File: config.mk
export PLATFORM = sky130hd
export DESIGN_NAME = contiguous_sector_allocator
export DESIGN_NICKNAME = d
export VERILOG_FILES = /design/src/rtl/core/csa_pkg.sv /design/src/rtl/core/contiguous_sector_allocator.sv /design/src/rtl/core/csa_cell.sv /design/src/rtl/core/csa_ctrl.sv
export SDC_FILE = /design/constraint.sdc
export NUM_CORES = 2
export LEC_CHECK = 0
export ABC_AREA = 0
export BUFFER_PORTS_ARGS = -buffer_cell sky130_fd_sc_hd__clkbuf_2
export CAP_MARGIN = 20
export CELL_PAD_IN_SITES_DETAIL_PLACEMENT = 0
export CELL_PAD_IN_SITES_GLOBAL_PLACEMENT = 1
export CORE_UTILIZATION = 57
export DETAILED_ROUTE_END_ITERATION = 10
export HOLD_SLACK_MARGIN = 0.02
export PLACE_DENSITY = 0.82
export SYNTH_ARGS = -nofsm -noshare
export SYNTH_HDL_FRONTEND = slang
export SYNTH_HIERARCHICAL = 1
export SYNTH_SLANG_ARGS = --single-unit
File: constraint.sdc
create_clock -name clk -period 8.9 [get_ports clk]
set_clock_uncertainty 0.15 [all_clocks]
set_input_delay 1.335 -clock clk [delete_from_list [all_inputs] [get_ports clk]]
set_output_delay 1.335 -clock clk [all_outputs]
set_load 0.01 [all_outputs]
File: src/rtl/core/csa_pkg.sv
// Shared types and constants of the contiguous sector allocator.
// Used by csa_cell, csa_ctrl and the top level; depends on nothing.
package csa_pkg;

	localparam int NUM_SECTORS_DEF  = 32;
	localparam int SECTOR_BYTES_DEF = 10240;

	// Index, count, run-byte and handle-value widths sized for the largest table (64 sectors of up to 1 MiB each)
	localparam int SIZE_W   = 24;
	localparam int HANDLE_W = 9;
	localparam int IDX_W    = 6;
	localparam int CNT_W    = 7;
	localparam int RB_W     = 27;
	localparam int HV_W     = 10;

	localparam logic [1:0] MARK_FREE   = 2'd0;
	localparam logic [1:0] MARK_HEAD   = 2'd1;
	localparam logic [1:0] MARK_FOLLOW = 2'd2;

	localparam logic [1:0] ST_OK         = 2'd0;
	localparam logic [1:0] ST_NO_RUN     = 2'd1;
	localparam logic [1:0] ST_BAD_SIZE   = 2'd2;
	localparam logic [1:0] ST_BAD_HANDLE = 2'd3;

	localparam logic REQ_ALLOC = 1'b0;
	localparam logic REQ_FREE  = 1'b1;

	// Search/release wave that moves one cell per cycle
	typedef struct packed {
		logic                valid;
		logic                op_free;
		logic [SIZE_W-1:0]   size;
		logic [HANDLE_W-1:0] handle;
		logic [RB_W-1:0]     run_bytes;
		logic [CNT_W-1:0]    run;
		logic                found;
		logic [IDX_W-1:0]    end_idx;
		logic                clearing;
		logic                hit;
	} wave_t;

	// Mark a found run: lo becomes head, lo+1..hi become followers
	typedef struct packed {
		logic             en;
		logic [IDX_W-1:0] lo;
		logic [IDX_W-1:0] hi;
	} commit_t;

endpackage

File: src/rtl/core/contiguous_sector_allocator.sv
// First-fit contiguous sector allocator: controller plus a chain of sector cells.
// Depends on csa_pkg, csa_cell and csa_ctrl.
//
// Usage:
//   Input channel (in_valid/in_ready) carries one request item: req_type 0
//   allocates size_bytes rounded up to whole sectors, req_type 1 frees the
//   allocation named by handle_in = (head index + 1) * 10.
//   Output channel (out_valid/out_ready) returns exactly one item per request:
//   handle_out (the new handle, zero on failure or free) and status
//   (0 ok, 1 no free run, 2 bad size, 3 bad handle).
// Timing:
//   A request walks a wave down the row of NUM_SECTORS cells, one cell per
//   cycle. The result becomes valid in the output register, and in_ready
//   rises, in the same cycle. Allocates with a size of zero or larger than
//   the table skip the scan and go straight to S_DONE. One item is in
//   flight at a time; in_ready is high only while the sequencer is idle.
// Reset:
//   arst_n clears every sector mark to free at once; no sweep is needed.
// Backpressure:
//   The result sits in an output register. A new item may be accepted and
//   scanned while that result waits; the finished second result then holds
//   until out_ready frees the output register.
module contiguous_sector_allocator import csa_pkg::*; #(
	parameter int NUM_SECTORS  = NUM_SECTORS_DEF,
	parameter int SECTOR_BYTES = SECTOR_BYTES_DEF
) (
	input  logic                clk,
	input  logic                arst_n,
	input  logic                in_valid,
	output logic                in_ready,
	input  logic                req_type,
	input  logic [SIZE_W-1:0]   size_bytes,
	input  logic [HANDLE_W-1:0] handle_in,
	output logic                out_valid,
	input  logic                out_ready,
	output logic [HANDLE_W-1:0] handle_out,
	output logic [1:0]          status
);

	// wave_chain[k] feeds cell k; wave_chain[NUM_SECTORS] leaves the last cell
	wave_t   wave_chain [NUM_SECTORS+1];
	commit_t commit;

	csa_ctrl #(
		.NUM_SECTORS  (NUM_SECTORS),
		.SECTOR_BYTES (SECTOR_BYTES)
	) u_ctrl (
		.clk        (clk),
		.arst_n     (arst_n),
		.in_valid   (in_valid),
		.in_ready   (in_ready),
		.req_type   (req_type),
		.size_bytes (size_bytes),
		.handle_in  (handle_in),
		.out_valid  (out_valid),
		.out_ready  (out_ready),
		.handle_out (handle_out),
		.status     (status),
		.launch     (wave_chain[0]),
		.chain_end  (wave_chain[NUM_SECTORS]),
		.commit     (commit)
	);

	// Each cell owns one sector mark and hands the wave to its right neighbor
	for (genvar k = 0; k < NUM_SECTORS; k++) begin : g_cell
		csa_cell #(
			.IDX          (k),
			.SECTOR_BYTES (SECTOR_BYTES)
		) u_cell (
			.clk    (clk),
			.arst_n (arst_n),
			.wave_i (wave_chain[k]),
			.commit (commit),
			.wave_o (wave_chain[k+1])
		);
	end

endmodule

File: src/rtl/core/csa_cell.sv
// One sector of the allocator: holds its mark and forwards the wave.
// Depends on csa_pkg.
module csa_cell import csa_pkg::*; #(
	parameter int IDX          = 0,
	parameter int SECTOR_BYTES = SECTOR_BYTES_DEF
) (
	input  logic    clk,
	input  logic    arst_n,
	input  wave_t   wave_i,
	input  commit_t commit,
	output wave_t   wave_o
);

	localparam logic [IDX_W-1:0]  MY_IDX    = IDX_W'(IDX);
	localparam logic [HV_W-1:0]   MY_HANDLE = HV_W'((IDX + 1) * 10);
	localparam logic [RB_W-1:0]   SEC_BYTES = RB_W'(SECTOR_BYTES);

	logic [1:0] mark_q;
	logic [1:0] mark_d;
	wave_t      wave_q;
	wave_t      wave_d;
	logic       hit_idx;

	assign hit_idx = ({1'b0, wave_i.handle} == MY_HANDLE);

	always_comb begin
		wave_d = wave_i;
		mark_d = mark_q;
		if (wave_i.valid) begin
			if (wave_i.op_free == REQ_ALLOC) begin
				if (!wave_i.found) begin
					if (mark_q == MARK_FREE) begin
						wave_d.run_bytes = wave_i.run_bytes + SEC_BYTES;
						wave_d.run       = wave_i.run + CNT_W'(1);
						if (wave_d.run_bytes >= RB_W'(wave_i.size)) begin
							wave_d.found   = 1'b1;
							wave_d.end_idx = MY_IDX;
						end
					end else begin
						wave_d.run_bytes = '0;
						wave_d.run       = '0;
					end
				end
			end else begin
				wave_d.clearing = 1'b0;
				if (hit_idx && mark_q == MARK_HEAD) begin
					wave_d.hit      = 1'b1;
					wave_d.clearing = 1'b1;
					mark_d          = MARK_FREE;
				end else if (wave_i.clearing && mark_q == MARK_FOLLOW) begin
					wave_d.clearing = 1'b1;
					mark_d          = MARK_FREE;
				end
			end
		end
		if (commit.en && MY_IDX >= commit.lo && MY_IDX <= commit.hi) begin
			mark_d = (MY_IDX == commit.lo) ? MARK_HEAD : MARK_FOLLOW;
		end
	end

	always_ff @(posedge clk or negedge arst_n) begin
		if (!arst_n) begin
			mark_q <= MARK_FREE;
			wave_q <= '0;
		end else begin
			mark_q <= mark_d;
			wave_q <= wave_d;
		end
	end

	assign wave_o = wave_q;

endmodule

File: src/rtl/core/csa_ctrl.sv
// Request sequencer: launches the wave, reads it at the chain end, commits
// allocations and holds the result. Depends on csa_pkg.
module csa_ctrl import csa_pkg::*; #(
	parameter int NUM_SECTORS  = NUM_SECTORS_DEF,
	parameter int SECTOR_BYTES = SECTOR_BYTES_DEF
) (
	input  logic                clk,
	input  logic                arst_n,
	input  logic                in_valid,
	output logic                in_ready,
	input  logic                req_type,
	input  logic [SIZE_W-1:0]   size_bytes,
	input  logic [HANDLE_W-1:0] handle_in,
	output logic                out_valid,
	input  logic                out_ready,
	output logic [HANDLE_W-1:0] handle_out,
	output logic [1:0]          status,
	output wave_t               launch,
	input  wave_t               chain_end,
	output commit_t             commit
);

	localparam logic [RB_W-1:0] MAX_BYTES = RB_W'(NUM_SECTORS * SECTOR_BYTES);

	typedef enum logic [2:0] {
		S_IDLE = 3'b001,
		S_SCAN = 3'b010,
		S_DONE = 3'b100
	} state_t;

	state_t              state_q;
	wave_t               launch_q;
	commit_t             commit_q;
	logic [HANDLE_W-1:0] res_handle_q;
	logic [1:0]          res_status_q;
	logic                out_valid_q;
	logic [HANDLE_W-1:0] handle_q;
	logic [1:0]          status_q;
	logic                accept;
	logic                bad_size;
	logic                out_free;
	logic                launch_go;
	logic                commit_go;
	logic                load_out;
	logic [CNT_W-1:0]    head;
	logic [HV_W-1:0]     head_p1;
	logic [HV_W-1:0]     handle_v;

	assign in_ready = (state_q == S_IDLE);
	assign accept   = in_valid && in_ready;
	assign bad_size = (size_bytes == '0) || (RB_W'(size_bytes) > MAX_BYTES);
	assign out_free = !out_valid_q || out_ready;

	// Start a wave for every accepted item except a badly sized allocate
	assign launch_go = accept && !(req_type == REQ_ALLOC && bad_size);
	// Mark the run once a successful allocate wave leaves the chain
	assign commit_go = (state_q == S_SCAN) && chain_end.valid
		&& (chain_end.op_free == REQ_ALLOC) && chain_end.found;
	// Move the finished result into the output register when it is free
	assign load_out  = (state_q == S_DONE) && out_free;

	// head = end + 1 - run; handle = (head + 1) * 10
	assign head     = CNT_W'(chain_end.end_idx) + CNT_W'(1) - chain_end.run;
	assign head_p1  = HV_W'(head) + HV_W'(1);
	assign handle_v = (head_p1 << 3) + (head_p1 << 1);

	always_ff @(posedge clk or negedge arst_n) begin
		if (!arst_n) begin
			state_q      <= S_IDLE;
			launch_q     <= '0;
			commit_q     <= '0;
			res_handle_q <= '0;
			res_status_q <= ST_OK;
			out_valid_q  <= 1'b0;
			handle_q     <= '0;
			status_q     <= ST_OK;
		end else begin
			launch_q.valid <= launch_go;
			commit_q.en    <= commit_go;
			out_valid_q    <= load_out || (out_valid_q && !out_ready);
			case (state_q)
				S_IDLE: begin
					if (accept) begin
						launch_q.op_free   <= req_type;
						launch_q.size      <= size_bytes;
						launch_q.handle    <= handle_in;
						launch_q.run_bytes <= '0;
						launch_q.run       <= '0;
						launch_q.found     <= 1'b0;
						launch_q.end_idx   <= '0;
						launch_q.clearing  <= 1'b0;
						launch_q.hit       <= 1'b0;
						if (req_type == REQ_ALLOC && bad_size) begin
							res_handle_q <= '0;
							res_status_q <= ST_BAD_SIZE;
							state_q      <= S_DONE;
						end else begin
							state_q <= S_SCAN;
						end
					end
				end
				S_SCAN: begin
					if (chain_end.valid) begin
						if (chain_end.op_free == REQ_FREE) begin
							res_handle_q <= '0;
							res_status_q <= chain_end.hit ? ST_OK : ST_BAD_HANDLE;
						end else if (chain_end.found) begin
							res_handle_q <= HANDLE_W'(handle_v);
							res_status_q <= ST_OK;
							commit_q.lo  <= IDX_W'(head);
							commit_q.hi  <= chain_end.end_idx;
						end else begin
							res_handle_q <= '0;
							res_status_q <= ST_NO_RUN;
						end
						state_q <= S_DONE;
					end
				end
				S_DONE: begin
					if (out_free) begin
						handle_q <= res_handle_q;
						status_q <= res_status_q;
						state_q  <= S_IDLE;
					end
				end
				default: begin
					state_q <= S_IDLE;
				end
			endcase
		end
	end

	assign launch     = launch_q;
	assign commit     = commit_q;
	assign out_valid  = out_valid_q;
	assign handle_out = handle_q;
	assign status     = status_q;

endmodule

==> results.toml <==
[worst_setup_path]
r2r-start = "g_cell[31].u_cell/wave_o[3]"
cp_num_buf_inv = 3
timing.rr.end = "u_ctrl/res_handle_q[8]"
critical_path.max_fanout = 6
critPathKind = "reg2reg"
r2r_slack_ps = 4720
cp_slowest_cell = "or4b_4"
max_stage_delay_ps = 560
cp_cell_sequence = "inv_1 -> ha_1 -> inv_1 -> ha_1 -> inv_1 -> fa_1 -> nand2b_1 -> a21oi_2 -> xnor2_1 -> or4b_4 -> xnor2_1 -> ha_1 -> nand2_1 -> o21ai_0 -> nor4_1 -> a31oi_1 -> or3b_1"
endpoint_kind = "flip-flop"
cp.depth = 17
worstPathArrival_ps = 4810
path_delay_family = "simple AND/OR/NAND/NOR gates"
cp.required_ps = 9530
worst_setup_path_start_kind = "flip-flop"
reg2regPathDepth = 17

[finish]
final_nets = 11600
drive_gt1_share_pct = 9.23
syn_to_final_growth_pct = 10.8
fin_area_sq_mm = 0.131

[clock_network]
ctsHoldBuffers = 0
postCtsResizedCells = 0
cts_tree = "done"
clk_latency_ps = 920
post_cts_buffers = 0
clock_sinks = 2571
h-tree-depth = 5
cts_buffers = 290
cts.clk_slew.worst_paths_ps = 60
cts_root_buffer = "clkbuf_16"
cts_buffer_depth = 4

[global_routing]
grt_overflow_total = 0
grt_pass1_wl_mm = 453
grt_max_degree = 186
grt_pass1_vias = 79800
grt_use_total_pct = 27.5
antenna_found_initial = 5

[synth]
netlist_area_sq_mm = 0.118
syn_avg_cell_area_sq_um = 11.3
synthCells = 10500
ys_warn_count = 6

[placed_design]
placed_area_sq_mm = 0.121
dp_slack_ps = 4710
hpwlAfterDp_mm = 213
portBuffers = 49
gp_congestion = 0.914

[die]
dieArea_sq_mm = 0.208
die_h_um = 457
die_width_um = 457
pin_count = 51
initial_core_util_pct = 57.4
coreArea_sq_mm = 0.205
rows = 166

[hold_path]
min_path_type = "reg2reg"
hp-start = "g_cell[14].u_cell/wave_o[50]"
hold_depth = 0
min_to = "g_cell[15].u_cell/wave_o[50]"

[routing]
wirelength_mm = 283
via_per_inst = 5.81
wl_per_cell_um = 20.9
ant_nets = 0
drcViolationCount = 0
num_vias = 78800
drtIter0Drc = 6127
firstDrtPassIters = 6

[run]
cap_violations = 0

[timing]
grt_setup_unrepaired = "no"
hold-worst-slack_ps = 216
finalCriticalPeriod_ps = 4180
fin_crit_sh_pct = 47.0
tightestPinTransition_ps = 1160
finalWorstSetupSlack_ps = 4720
finalSetupTns_ps = 0
setup-violations-final = 0
fmax_ghz = 0.239
drv_slew = 0
relSlewSlack_pct = 22.8
hold_viol = 0

[pwr]
power.leakage_nw = 60.5
p_switching_mw = 17.1
switching_share_pct = 36.8
combPwrFrac_pct = 30.6
vdd_drop_max_mv = 0.251
p_int_mw = 29.3
clockPowerShare_pct = 25.3
p_per_area_mw_per_mm2 = 355
p_seq_share_pct = 44.1

[status]
run_status = "complete, no violations"
==> per-layer routing <==
metal,track usage (%),up-vias,share of wire (%)
li1,-,36900,-
met1,40.0,39700,46
met2,43.8,1724,47
met3,4.04,453,4.9
met4,6.29,2,2.1
met5,0,-,0.012
==> metrics by stage <==
stage | util (%) | cells | power (mW)
2_1_floorplan | - | 10500 | 29.4
3_3_place_gp | 59.0 | 13100 | 34.1
3_5_place_dp | 59.1 | 13100 | 34.6
4_1_cts | 63.6 | 13600 | 46.6
5_1_grt | 63.7 | 13600 | 49.6
6_report | 63.7 | 13600 | 46.4
==> flip-flops by register name, indices dropped and copies added, names as in the netlist <==
signal / count
u_ctrl/res_handle_q: 8
u_ctrl/out_valid: 1
u_ctrl/status: 2
u_ctrl/res_status_q: 2
u_ctrl/state_q: 3
u_ctrl/handle_out: 8
u_ctrl/launch: 35
g_cell.u_cell/mark_q: 64
g_cell.u_cell/wave_o: 2435
u_ctrl/commit: 13
==> cells in the final DEF, fill, tap and decap left out, types with 81 or more instances in the layout <==
master	instances
dfrtp_1	2565
inv_1	947
ha_1	848
nand2_1	794
nor2_1	581
o21ai_0	570
nor2b_1	363
a21oi_1	317
xnor2_1	301
clkbuf_16	295
a22o_1	287
nand3_1	281
xor2_1	271
nand4_1	197
nand2b_1	120
nor3_1	117
o31ai_1	92
and4_1	91
buf_4	86
a21o_1	82
a31oi_1	81
==> cell type report <==
cell class | count | area (sq um)
clock buffers | 392 | 8190
repair buffers | 154 | 1220
fillers | 16000 | 74500
inverters | 947 | 3550
clock inverters | 92 | 1160
diodes | 1 | 2.50
flip-flops and latches | 2571 | 64300
well taps | 2688 | 3360
multi-input cells | 6718 | 48700
==> power by group through the flow <==
stage | registers (mW) | logic [mW] | clock network (mW)
final | 20.5 | 14.2 | 11.7
after global routing | 21.0 | 16.1 | 12.5
after global placement | 20.6 | 13.5 | 0
after CTS | 20.5 | 14.1 | 12.0
after floorplan | 18.6 | 10.7 | 0
after detailed placement | 20.6 | 13.9 | 0
==> worst max-delay path by stage <==
stage          slack (ps)                      to                        start
4_1_cts              4700  u_ctrl/res_handle_q[8]  g_cell[31].u_cell/wave_o[3]
6_report             4720  u_ctrl/res_handle_q[8]  g_cell[31].u_cell/wave_o[3]
3_5_place_dp         4710  u_ctrl/res_handle_q[8]  g_cell[31].u_cell/wave_o[3]
5_1_grt              4360  u_ctrl/res_handle_q[8]  g_cell[31].u_cell/wave_o[3]
3_3_place_gp         4660  u_ctrl/res_handle_q[8]  g_cell[31].u_cell/wave_o[3]
2_1_floorplan        5080  u_ctrl/res_handle_q[8]  g_cell[31].u_cell/wave_o[3]
Note: power is estimated with default switching activity, not from simulation.
